$ cat config.mk
export PLATFORM = sky130hd
export DESIGN_NAME = obt_front
export DESIGN_NICKNAME = d
export VERILOG_FILES = /design/src/design/obt_pkg.sv /design/src/design/obt_front.sv
export SDC_FILE = /design/constraint.sdc
export NUM_CORES = 1
export LEC_CHECK = 0
export BUFFER_PORTS_ARGS = -buffer_cell sky130_fd_sc_hd__buf_2
export CAP_MARGIN = 10
export CORE_MARGIN = 2
export CORE_UTILIZATION = 56
export DETAILED_ROUTE_END_ITERATION = 8
export PLACE_DENSITY = 0.95
export SETUP_SLACK_MARGIN = 0.4
export SYNTH_ARGS = -nofsm -noshare
export SYNTH_HDL_FRONTEND = slang
export SYNTH_SLANG_ARGS = --single-unit
$ cat constraint.sdc
create_clock -name clk -period 14.2 [get_ports clk]
set_input_delay 0.71 -clock clk [delete_from_list [all_inputs] [get_ports clk]]
set_output_delay 0.71 -clock clk [all_outputs]
set_load 0.1 [all_outputs]
$ cat src/design/obt_pkg.sv
// Shared types, constants and codes for the order book level tracker.
package obt_pkg;

    localparam int ORDER_SLOTS = 1024;
    localparam int LEVEL_SLOTS = 256;
    localparam int OIDX_W      = $clog2(ORDER_SLOTS);
    localparam int LIDX_W      = $clog2(LEVEL_SLOTS);
    localparam int LADDR_W     = LIDX_W + 1;
    localparam int CLEAR_LEN   = (ORDER_SLOTS > 2 * LEVEL_SLOTS) ? ORDER_SLOTS
                                                                 : 2 * LEVEL_SLOTS;
    localparam int CLR_W       = $clog2(CLEAR_LEN);
    localparam int TOTAL_W     = 41;
    localparam int OCNT_W      = 11;
    localparam int LCNT_W      = 9;
    localparam int QDEPTH      = 2;
    localparam int QPTR_W      = $clog2(QDEPTH);

    localparam logic [2:0] MODE_NEW     = 3'd0;
    localparam logic [2:0] MODE_PARTIAL = 3'd1;
    localparam logic [2:0] MODE_EXEC    = 3'd2;
    localparam logic [2:0] MODE_CANCEL  = 3'd3;

    localparam logic [1:0] KIND_NONE   = 2'd0;
    localparam logic [1:0] KIND_NEW    = 2'd1;
    localparam logic [1:0] KIND_REDUCE = 2'd2;
    localparam logic [1:0] KIND_CANCEL = 2'd3;

    typedef struct packed {
        logic [2:0]         mode;
        logic [31:0]        order_ref;
        logic [30:0]        price;
        logic signed [31:0] size;
        logic               side;
    } in_item_t;

    typedef struct packed {
        logic [10:0] active_orders;
        logic [8:0]  bid_level_count;
        logic [8:0]  ask_level_count;
        logic [10:0] peak_orders;
        logic [8:0]  peak_levels;
        logic        overflow;
    } out_item_t;

    typedef struct packed {
        logic [1:0]  kind;
        logic [31:0] order_ref;
        logic [30:0] price;
        logic [30:0] amount;
        logic        side;
    } cmd_t;

    typedef struct packed {
        logic        valid;
        logic [31:0] key;
        logic [30:0] price;
        logic [30:0] remaining;
        logic        side;
    } ord_t;

    typedef struct packed {
        logic               valid;
        logic [30:0]        price;
        logic [TOTAL_W-1:0] total;
        logic [OCNT_W-1:0]  orders;
    } lvl_t;

endpackage

$ cat src/design/obt_front.sv
// Front end: accepts message beats, classifies them and queues commands.
module obt_front (
    input  logic              clk,
    input  logic              rst_n,
    input  logic              in_valid,
    output logic              in_stall,
    input  obt_pkg::in_item_t in_item,
    output logic              cmd_valid,
    input  logic              cmd_pop,
    output obt_pkg::cmd_t     cmd
);

    obt_pkg::cmd_t             q_mem [obt_pkg::QDEPTH];
    logic [obt_pkg::QPTR_W-1:0] wr_ptr_reg, wr_ptr_next;
    logic [obt_pkg::QPTR_W-1:0] rd_ptr_reg, rd_ptr_next;
    logic [obt_pkg::QPTR_W:0]   cnt_reg, cnt_next;
    logic                       push, pop, positive;
    obt_pkg::cmd_t              cls;

    assign in_stall  = (cnt_reg == (obt_pkg::QPTR_W+1)'(obt_pkg::QDEPTH));
    assign cmd_valid = (cnt_reg != '0);
    assign cmd       = q_mem[rd_ptr_reg];
    assign push      = in_valid && !in_stall;
    assign pop       = cmd_pop && cmd_valid;

    always_comb
    begin
        positive      = (in_item.size > 32'sd0);
        cls.order_ref = in_item.order_ref;
        cls.price     = in_item.price;
        cls.amount    = in_item.size[30:0];
        cls.side      = in_item.side;
        case (in_item.mode)
            obt_pkg::MODE_NEW:     cls.kind = positive ? obt_pkg::KIND_NEW : obt_pkg::KIND_NONE;
            obt_pkg::MODE_PARTIAL,
            obt_pkg::MODE_EXEC:    cls.kind = positive ? obt_pkg::KIND_REDUCE
                                                       : obt_pkg::KIND_NONE;
            obt_pkg::MODE_CANCEL:  cls.kind = obt_pkg::KIND_CANCEL;
            default:               cls.kind = obt_pkg::KIND_NONE;
        endcase
    end

    always_comb
    begin
        wr_ptr_next = push ? wr_ptr_reg + 1'b1 : wr_ptr_reg;
        rd_ptr_next = pop ? rd_ptr_reg + 1'b1 : rd_ptr_reg;
        cnt_next    = cnt_reg + (obt_pkg::QPTR_W+1)'(push) - (obt_pkg::QPTR_W+1)'(pop);
    end

    always_ff @(posedge clk or negedge rst_n)
    begin
        if (!rst_n)
        begin
            wr_ptr_reg <= '0;
            rd_ptr_reg <= '0;
            cnt_reg    <= '0;
        end
        else
        begin
            wr_ptr_reg <= wr_ptr_next;
            rd_ptr_reg <= rd_ptr_next;
            cnt_reg    <= cnt_next;
        end
    end

    always_ff @(posedge clk)
    begin
        if (push)
        begin
            q_mem[wr_ptr_reg] <= cls;
        end
    end

endmodule

Word level (Yosys, flattened, before mapping)
Memory sizes are Yosys's and may differ from the RTL's.
Cells that the tools add are included.
{ "word_totals": {"register_bits": 4, "ram_bits": 194, "in_bits": 103, "out_inout_bits": 99, "mem_count": 1} }
{ "memory_table": {"columns": ["memory", "words", "width", "read_ports", "rd_ports_with_merged_regs", "wr", "line", "rtl"], "rows": [
  ["q_mem", 2, 97, 1, 0, 1, "obt_front.sv:13", "obt_pkg::cmd_t q_mem [obt_pkg::QDEPTH];"]
]} }
{ "op_classes": {"add_sub_neg": 4, "magnitude_cmp": 1, "n_eq_ne": 4, "muxes": 5, "reduce_logical": 6} }
{ "op_table": {"columns": ["op", "n"], "rows": [
  ["32-bit by 1-bit > comparator with 1-bit output, second input constant", 1],
  ["3-bit by 2-bit equality test with 1-bit output, second input constant", 2],
  ["2-bit case mux with 3 select lines", 1],
  ["3-bit by 1-bit equality test with 1-bit output, second input constant", 1],
  ["3-bit zero test", 1],
  ["1-bit two-way mux", 3],
  ["1-bit adder, second input constant", 2],
  ["2-bit by 1-bit adder with 2-bit output", 1],
  ["2-bit equality test, second input constant", 1],
  ["1-bit logical AND", 2],
  ["2-bit two-way mux", 1],
  ["2-bit nonzero test", 1],
  ["2-bit OR reduction", 1],
  ["2-bit by 1-bit subtractor with 2-bit output", 1],
  ["1-bit zero test", 1]
]} }

Logic depth before layout (Yosys ltp)
Gate-level depths: netlist (run 1).
{ "logic_depth": {"word_depth": 5, "mapped_depth": 7} }

Worst setup path before layout (run 1)
No wires, ideal clock.
{ "synth_timing": {"kind": "input to register", "startpoint": "input in_valid", "endpoint": "memory q_mem[0][0] (netlist name) (enable)", "setup_time_ns": 0.553, "t_arrival_ns": 4.843, "required_ns": 13.647, "path_slack_ns": 8.804, "cell_stages": 2, "cell_sequence": "nand2_1 > nor2_1"} }
{ "synth_via": {"elab_chain_cells": 3} }
{ "synth_lines": {"columns": ["element", "line", "rtl"], "rows": [
  ["start: declaration", "obt_front.sv:5", "input logic in_valid,"],
  ["1-bit logical AND", "obt_front.sv:23", "assign push = in_valid && !in_stall;"],
  ["1-bit two-way mux", "obt_front.sv:68", "if (push)"],
  ["1-bit two-way mux (implied by the code)", "obt_front.sv:70", "q_mem[wr_ptr_reg] <= cls;"],
  ["end: declaration", "obt_front.sv:13", null]
]} }
Every way passes these cells.

==> impl_metrics.json, run 1 <==
{
  "die-area_um2": 14100,
  "synth_top_area_share_pct": 79.0,
  "io_pins": 202,
  "timing.final.ws_setup_ns": 10.67,
  "rows": 41,
  "grt_pass1_vias": 4161,
  "maxSlewHeadroom_pct": 48.7,
  "hold_violations": 0,
  "drtIter0Drc": 367,
  "grt_max_degree": 52,
  "fin_cells": 736,
  "ant_nets": 0,
  "yosysTopAreaCell": "edfxtp_1",
  "finalCritPeriodShare_pct": 24.9,
  "grt_use_total_pct": 20.1,
  "status": "completed",
  "cts_made_buffers": 17,
  "tns_ns": 0,
  "clk_transition_reported_paths_ns": 0.07,
  "area_delta_synth_final_pct": 23.6,
  "use_met2_pct": 33.2,
  "netlist_instances": 337,
  "wirelength_um": 13800,
  "dpl.cell_count": 703,
  "yosysUniqueCellTypes": 21,
  "crit_type": "reg -> out",
  "slew_violations": 0,
  "num_vias": 3888,
  "fp.dieH_um": 119,
  "final_cell_mix": "201 x buf_2, 194 x edfxtp_1, 77 x mux2_2",
  "skew_ns": 0.00555,
  "worstPathMaxFanout": 51,
  "clockBufferDepth": 2,
  "dp_worst_setup_slack_ns": 11.14,
  "ys_seq_area_share_pct": 80.4,
  "clk_latency_ns": 0.44,
  "post_cts_resized": 0,
  "antenna_found_initial": 1,
  "drive_gt1_share_pct": 59.7,
  "dp_hpwl_um": 9440,
  "drtPass1Iterations": 5,
  "synth_area_um2": 7370,
  "die_x_um": 119,
  "grt_util_met1_pct": 23.2,
  "synth_area_leaders": "edfxtp_1 79%, mux2_2 12%, mux2_4 4.1%",
  "cts.sinks": 198,
  "fin_util_pct": 71.6,
  "ys_warn_count": 0,
  "overflow": 0,
  "gp_congestion": 0.724,
  "holdBufCountCts": 0,
  "htreeDepth": 4,
  "max_slew.worst_pin.slew_ns": 0.770,
  "wl_per_cell_um": 18.7,
  "startpoint_type": "flop",
  "max_freq_mhz": 283,
  "layout_min_cycle_time_ns": 3.53,
  "maxCapViolations": 0,
  "worstPathArrival_ns": 2.82,
  "postCtsSetupBuffers": 0,
  "finalSetupViolCount": 0,
  "ys_ff_latch": 198,
  "nNetsFinal": 655,
  "grt.busiest_layer": "met2",
  "clock-root-buffer": "clkbuf_16",
  "vias_per_cell": 5.28,
  "holdCritPathClass": "in -> async",
  "grt_pass1_wl_um": 21200,
  "critPathCaptureType": "output pin",
  "final_common_cell": "buf_2",
  "crit_required_ns": 13.49,
  "rsz0062_at_grt": "false",
  "port_buffers": 201,
  "synth_nets": 442,
  "tritoncts": "done",
  "syn_area_per_cell_um2": 21.9,
  "core_um2": 12700,
  "largest_register_ff_count": 194,
  "drc": 0,
  "use_met3_pct": 7.43,
  "initial_core_util_pct": 57.9
}
## worst max-delay path: stages, from the launching register on
cell,delay [ns]
dfrtp_4,0.84
buf_4,0.72
mux2_2,0.30
buf_2,0.42
## metrics by stage
step	cell area, µm²	hold WS, ns
2_1_floorplan	7370	0.414
3_3_place_gp	8560	0.477
3_5_place_dp	8560	0.483
4_1_cts	9110	0.0476
5_1_grt	9110	0.0568
6_report	9110	0.0648
## layer usage
metal	share of wire, %	up-vias
met5	0	-
met4	2.6	0
met3	8.3	27
met2	51	177
met1	38	1907
li1	-	1777
## synthesized netlist by cell type (all sizes together)
library cell  count
nor2              4
dfrtp             4
edfxtp          194
nand2             2
and3              1
xnor2             3
or2               1
mux2             97
nand3b            1
inv               2
nand2b            1
buf              11
o41ai             1
and2              1
ha                2
nor4              8
xor2              1
nand4             2
o21ai             1
## worst paths after layout
path | from | to | slack, ns | cells past startpoint
worst max-delay path | rd_ptr_reg | cmd[16] | 10.67 | 3
worst min-delay path | rst_n | rd_ptr_reg | 0.06 | 1
worst max register to register | cnt_reg[1] | q_mem[1][8] | 11.92 | 3
worst min register to register | cnt_reg[1] | cnt_reg[1] | 0.49 | 1
max in group asynchronous | rst_n | rd_ptr_reg | 14.00 | 1
min in group clk | in_item[33] | q_mem[0][32] | 0.46 | 1
## cell families after synthesis
kind of cell,after synthesis,share of synthesized area [%]
and+or+nand+nor,21,1.60
buffers and inverters,13,1.19
muxes,97,15.8
adders and majority gates,2,0.339
AOI/OAI and AO/OA,2,0.187
xor gates and xnor gates,4,0.475
DFF,198,80.4
## layout make-up
type | instances | area (µm²)
Sequential cell | 198 | 5930
Fill cell | 793 | 3610
Multi-Input combinational cell | 126 | 1370
Timing Repair Buffer | 205 | 1040
Clock buffer | 17 | 425
Tap cell | 172 | 215
Clock inverter | 15 | 123
Inverter | 2 | 7.51
Antenna cell | 1 | 2.50
Power of run 1 is left out: the tool's default activity adds up to more than one toggle a clock period on the data nets, which glitch-free logic cannot reach.
==> inputs of run 2 (changes only) <==
- ABC_AREA: not set -> 1
- CORE_UTILIZATION: 56 -> 47
- PLACE_DENSITY: 0.95 -> 0.86
- clock period: 14.2 -> 3 ns (I/O delays scaled with it)
==> run 2 against run 1 <==
  * Final cell count up 51%
  * Via count up 36%
  * Routed wire length up 24%
  * Sequential share of layout area down 7.3 points
  * Design area up 13%
  * Area after synthesis up 1.5%
  * Synthesized cell count up 72%
  * Die area up 20%
  * First-iteration DRC count up 9.3%
  * Hold slack worse by 0.030 ns
  * Non-clock buffer count up 101
  * Register-to-register slack worse by 11 ns
==> impl_metrics.json, run 2 <==
{
  "status": "completed",
  "ys_ff_latch": 198,
  "layout_min_cycle_time_ns": 2.40,
  "hold_violations": 0,
  "initial_core_util_pct": 47.6,
  "post_cts_resized": 0,
  "clk_transition_reported_paths_ns": 0.07,
  "reg2reg_to": "q_mem[0][2]",
  "crit_type": "reg -> out",
  "diodes": 0,
  "grt_max_degree": 62,
  "fin_area_um2": 10300,
  "dp_hpwl_um": 9800,
  "drtPass1Iterations": 5,
  "port_buffers": 201,
  "area_delta_synth_final_pct": 37.1,
  "synth_area_leaders": "edfxtp_1 78%, nand2_1 15%, dfrtp_1 1.3%",
  "synth_common_cells": "306 x nand2_1, 194 x edfxtp_1, 21 x inv_1, 19 x nor2_1, 14 x buf_2",
  "die-area_um2": 17000,
  "slew_violations": 0,
  "final_common_cell": "nand2_1",
  "vias_per_cell": 4.73,
  "skew_ns": 0.0177,
  "largest_register_ff_count": 194,
  "whs_path_depth": 3,
  "gp_congestion": 0.784,
  "clock-root-buffer": "clkbuf_16",
  "overflow": 0,
  "wirelength_um": 17100,
  "rows": 46,
  "nNetsFinal": 990,
  "synth_edf_count": 194,
  "place_area_um2": 8710,
  "synth_nets": 686,
  "maxSlewHeadroom_pct": 43.0,
  "synth_top_area_share_pct": 77.8,
  "ff2ff_path_depth": 4,
  "drtIter0Drc": 401,
  "max_slew.worst_pin.slew_ns": 0.854,
  "drive_gt1_share_pct": 26.9,
  "critPathCaptureType": "output pin",
  "cts_made_buffers": 17,
  "postCtsSetupBuffers": 0,
  "grt_pass1_wl_um": 25700,
  "grt_pass1_vias": 5399,
  "ys_seq_area_share_pct": 79.2,
  "maxCapViolations": 0,
  "die_x_um": 130,
  "reg2reg_from": "cnt_reg[1]",
  "fp.dieH_um": 130,
  "finalCritPeriodShare_pct": 80.1,
  "ys.flop_type": "edfxtp_1",
  "hold_end": "rd_ptr_reg",
  "worstHoldStart": "cmd_pop",
  "dp_worst_setup_slack_ns": 1.03,
  "num_vias": 5271,
  "timing.final.ws_setup_ns": 0.596,
  "tritoncts": "done",
  "holdBufCountCts": 96,
  "yosysMostFrequentCell": "nand2_1",
  "worstPathMaxFanout": 43,
  "fin_util_pct": 65.3,
  "final_cell_mix": "306 x nand2_1, 201 x buf_2, 194 x edfxtp_1",
  "holdCritPathClass": "in -> reg",
  "finalSetupViolCount": 0,
  "worstPathArrival_ns": 2.25,
  "io_pins": 202,
  "netlist_instances": 581,
  "cts.sinks": 198,
  "synth_area_um2": 7480,
  "drc": 0,
  "htreeDepth": 4,
  "yosysTopAreaCell": "edfxtp_1",
  "yosysUniqueCellTypes": 19,
  "max_freq_mhz": 416,
  "r2r_setup_slack_ns": 1.15,
  "core_um2": 15700,
  "ant_nets": 0,
  "crit_required_ns": 2.85,
  "syn_area_per_cell_um2": 12.9,
  "rsz0062_at_grt": "false",
  "wl_per_cell_um": 15.4,
  "antenna_found_initial": 0,
  "ys_warn_count": 0,
  "async_flop_share_pct": 2.02,
  "grt_use_total_pct": 20.2,
  "startpoint_type": "flop",
  "clockBufferDepth": 2,
  "clk_latency_ns": 0.42
}
run 2: cell count changes after synthesis, sizes merged, moves of 2 or more:
cell	change
inv	+20
mux2	-97
nor4	-8
xor2	+2
nor2	+15
buf	+10
nand3	+2
nand2	+304
xnor2	-2
run 2: area by class of cell:
| cell class | count | area [µm²] |
|---|---|---|
| fill | 1060 | 5450 |
| timing repair buffer | 306 | 2030 |
| multi-input combinational | 340 | 1350 |
| clock inverter | 11 | 150 |
| inverter | 22 | 85.1 |
| tap | 216 | 270 |
| sequential | 198 | 5930 |
| clock buffer | 21 | 440 |
run 2: worst max-delay path, cell delays in order (launching register included):
cell	delay, ns
dfrtp_4	0.50
inv_4	0.37
buf_4	0.34
nand2_1	0.10
nand2_1	0.09
buf_2	0.43
run 2: worst max path at each step:
| stage | from | endpoint | slack, ns |
|---|---|---|---|
| floorplan | cnt_reg[1] | q_mem[0][0] | -0.51 |
| global placement | rd_ptr_reg | cmd[24] | 1.09 |
| detailed placement | rd_ptr_reg | cmd[43] | 1.03 |
| CTS | rd_ptr_reg | cmd[43] | 0.57 |
| global route | rd_ptr_reg | cmd[43] | 0.47 |
| finish | rd_ptr_reg | cmd[40] | 0.60 |
run 2: routing by layer:
layer,global-route usage (%),part of all wire (%)
met5,0,0
met4,9.99,2.8
met3,4.59,5.8
met2,37.3,53
met1,21.7,38
run 2: through the flow:
step	hold WS [ns]	setup TNS [ns]	std cells
2_1_floorplan	-0.146	-99.28	581
3_3_place_gp	-0.0380	0	986
3_5_place_dp	-0.0360	0	986
4_1_cts	0.0237	0	1114
5_1_grt	0.0695	0	1114
6_report	0.0351	0	1114
run 2: logic make-up after synthesis:
group | share of synthesized area [%]
flops | 79.2
compound gates | 0.117
buf+inv | 2.98
fa+ha+maj | 0.334
simple gates | 16.9
xor+xnor | 0.468
Power of run 2 is left out for the same reason.
==> inputs of run 3 (changes only) <==
- ABC_AREA: 1 -> 0
- CORE_UTILIZATION: 47 -> 52
- PLACE_DENSITY: 0.86 -> 0.89
- clock period: 3 -> 2.4 ns (I/O delays scaled with it)
==> run 3 against run 2 <==
  * Count of clock-buffer cells in the layout shrank 3
  * Non-clock buffer count decreased by 2
  * Register-to-register slack worse by 0.66 ns
  * Sequential share of layout area decreased by 0.62 points
  * Critical path depth is 2 lower
  * Routed wire length decreased by 4.6%
  * Critical endpoint is now cmd[23]
==> impl_metrics.json, run 3 (synthesized netlist as in run 1, its figures left out) <==
{
  "antenna_found_initial": 0,
  "hold_violations": 0,
  "grt_max_degree": 98,
  "tritoncts": "done",
  "gp_congestion": 0.749,
  "cpPeakStageDelay_ns": 0.49,
  "final_common_cell": "edfxtp_1",
  "hold_ws_ns": 0.0459,
  "crit_required_ns": 2.28,
  "worstPathArrival_ns": 1.87,
  "num_vias": 4330,
  "ff2ff_path_depth": 7,
  "nNetsFinal": 754,
  "reg2reg_from": "cnt_reg[1]",
  "overflow": 0,
  "layout_min_cycle_time_ns": 1.99,
  "drive_gt1_share_pct": 50.9,
  "reg2reg_to": "cnt_reg[1]",
  "cp-endpoint": "cmd[23]",
  "wl_per_cell_um": 19.4,
  "vias_per_cell": 5.14,
  "maxSlewHeadroom_pct": 62.1,
  "rows": 43,
  "drtIter0Drc": 291,
  "r2r_setup_slack_ns": 0.49,
  "port_buffers": 201,
  "clockBufferDepth": 2,
  "final_cell_mix": "194 x edfxtp_1, 126 x buf_2, 96 x dlygate4sd3_1",
  "htreeDepth": 4,
  "cts_made_buffers": 17,
  "initial_core_util_pct": 53.1,
  "clock-root-buffer": "clkbuf_16",
  "drtPass1Iterations": 6,
  "startpoint_type": "flop",
  "holdCritPathClass": "in -> reg",
  "dp_hpwl_um": 9070,
  "crit_family": "buffers and inverters",
  "path_depth": 3,
  "worstPathMaxFanout": 37,
  "skew_ns": 0.00711,
  "crit_path_start": "rd_ptr_reg",
  "die_x_um": 123,
  "die-area_um2": 15100,
  "cpMaxStageDelayCell": "dfrtp_4",
  "grt_pass1_vias": 4575,
  "crit_chain": "buf_16 > mux2_2 > clkbuf_4",
  "grt_use_total_pct": 20.9,
  "largest_register_ff_count": 194,
  "worstHoldStart": "in_valid",
  "cts.sinks": 198,
  "clk_latency_ns": 0.41,
  "drc": 0,
  "finalCritPeriodShare_pct": 82.7,
  "maxCapViolations": 0,
  "critPathCaptureType": "output pin",
  "clk_transition_reported_paths_ns": 0.07,
  "fp.dieH_um": 123,
  "rsz0062_at_grt": "true",
  "crit_type": "reg -> out",
  "grt_pass1_wl_um": 23400,
  "core_um2": 13900,
  "max_slew.worst_pin.slew_ns": 0.568,
  "status": "completed",
  "ant_nets": 0,
  "max_freq_mhz": 504,
  "n_fill_cell": 773,
  "cp_num_buf_inv": 2,
  "wirelength_um": 16300,
  "io_pins": 202,
  "slew_violations": 0,
  "finalSetupViolCount": 0,
  "area_delta_synth_final_pct": 40.7
}
==> run 3: cell count changes in the layout (fill, tap and decap cells not counted), moves of 19 or more <==
| cell | delta |
|---|---|
| nand2_1 | -305 |
| mux2_2 | +77 |
| buf_2 | -75 |
| clkbuf_4 | +65 |
| mux2_4 | +20 |
| inv_1 | -19 |
==> run 3: metrics by stage <==
| step | utilization [%] | std cells | worst slack (ns) | TNS (ns) | area (µm²) |
|---|---|---|---|---|---|
| after global routing | 74.7 | 842 | 0.357 | 0 | 10400 |
| after detailed placement | 62.2 | 712 | 0.529 | 0 | 8630 |
| after CTS | 73.5 | 842 | 0.391 | 0 | 10200 |
| after global placement | 62.2 | 712 | 0.683 | 0 | 8630 |
| final | 74.7 | 843 | 0.415 | 0 | 10400 |
| after floorplan | - | 337 | -0.0567 | -5.50 | 7380 |
==> run 3: what timing repair did <==
item,in CTS,in global routing
hold buffers,96,0
hold endpoints to repair,194,0
buffers inserted,2,0
gates resized for setup,12,65
setup endpoints to repair,78,65
pin swaps,0,0
==> run 3: per-layer routing <==
layer  wire [µm]  vias up  share of wire, %  global-route usage [%]
met5           0        -                 0                       0
met1        6050     2147                37                    23.2
met4         428        0               2.6                    9.73
met3         940       38               5.7                    5.54
met2        8930      185                55                    37.5
li1            -     1960                 -                       -
==> run 3: final cells by class <==
cell class	count	area, µm²	area share (%)
Clock buffer	18	429	4.14
Inverter	2	7.51	0.0724
Tap cell	180	225	2.17
Antenna cell	1	2.50	0.0241
Timing Repair Buffer	304	2270	21.9
Sequential cell	198	5930	57.2
Multi-Input combinational cell	126	1370	13.2
Clock inverter	14	133	1.28
==> run 3: tightest hold or removal path, stage by stage <==
cell and delay (ns):
buf_2 0.12, nand2_2 0.11, xnor2_1 0.07
==> run 3: worst min path at each step <==
| stage | to | cells after the start |
|---|---|---|
| finish | wr_ptr_reg | 3 |
| global route | cnt_reg[1] | 2 |
| CTS | cnt_reg[1] | 2 |
| detailed placement | cnt_reg[1] | 1 |
| global placement | cnt_reg[0] | 1 |
| floorplan | cnt_reg[0] | 0 |
Power of run 3 is left out for the same reason.
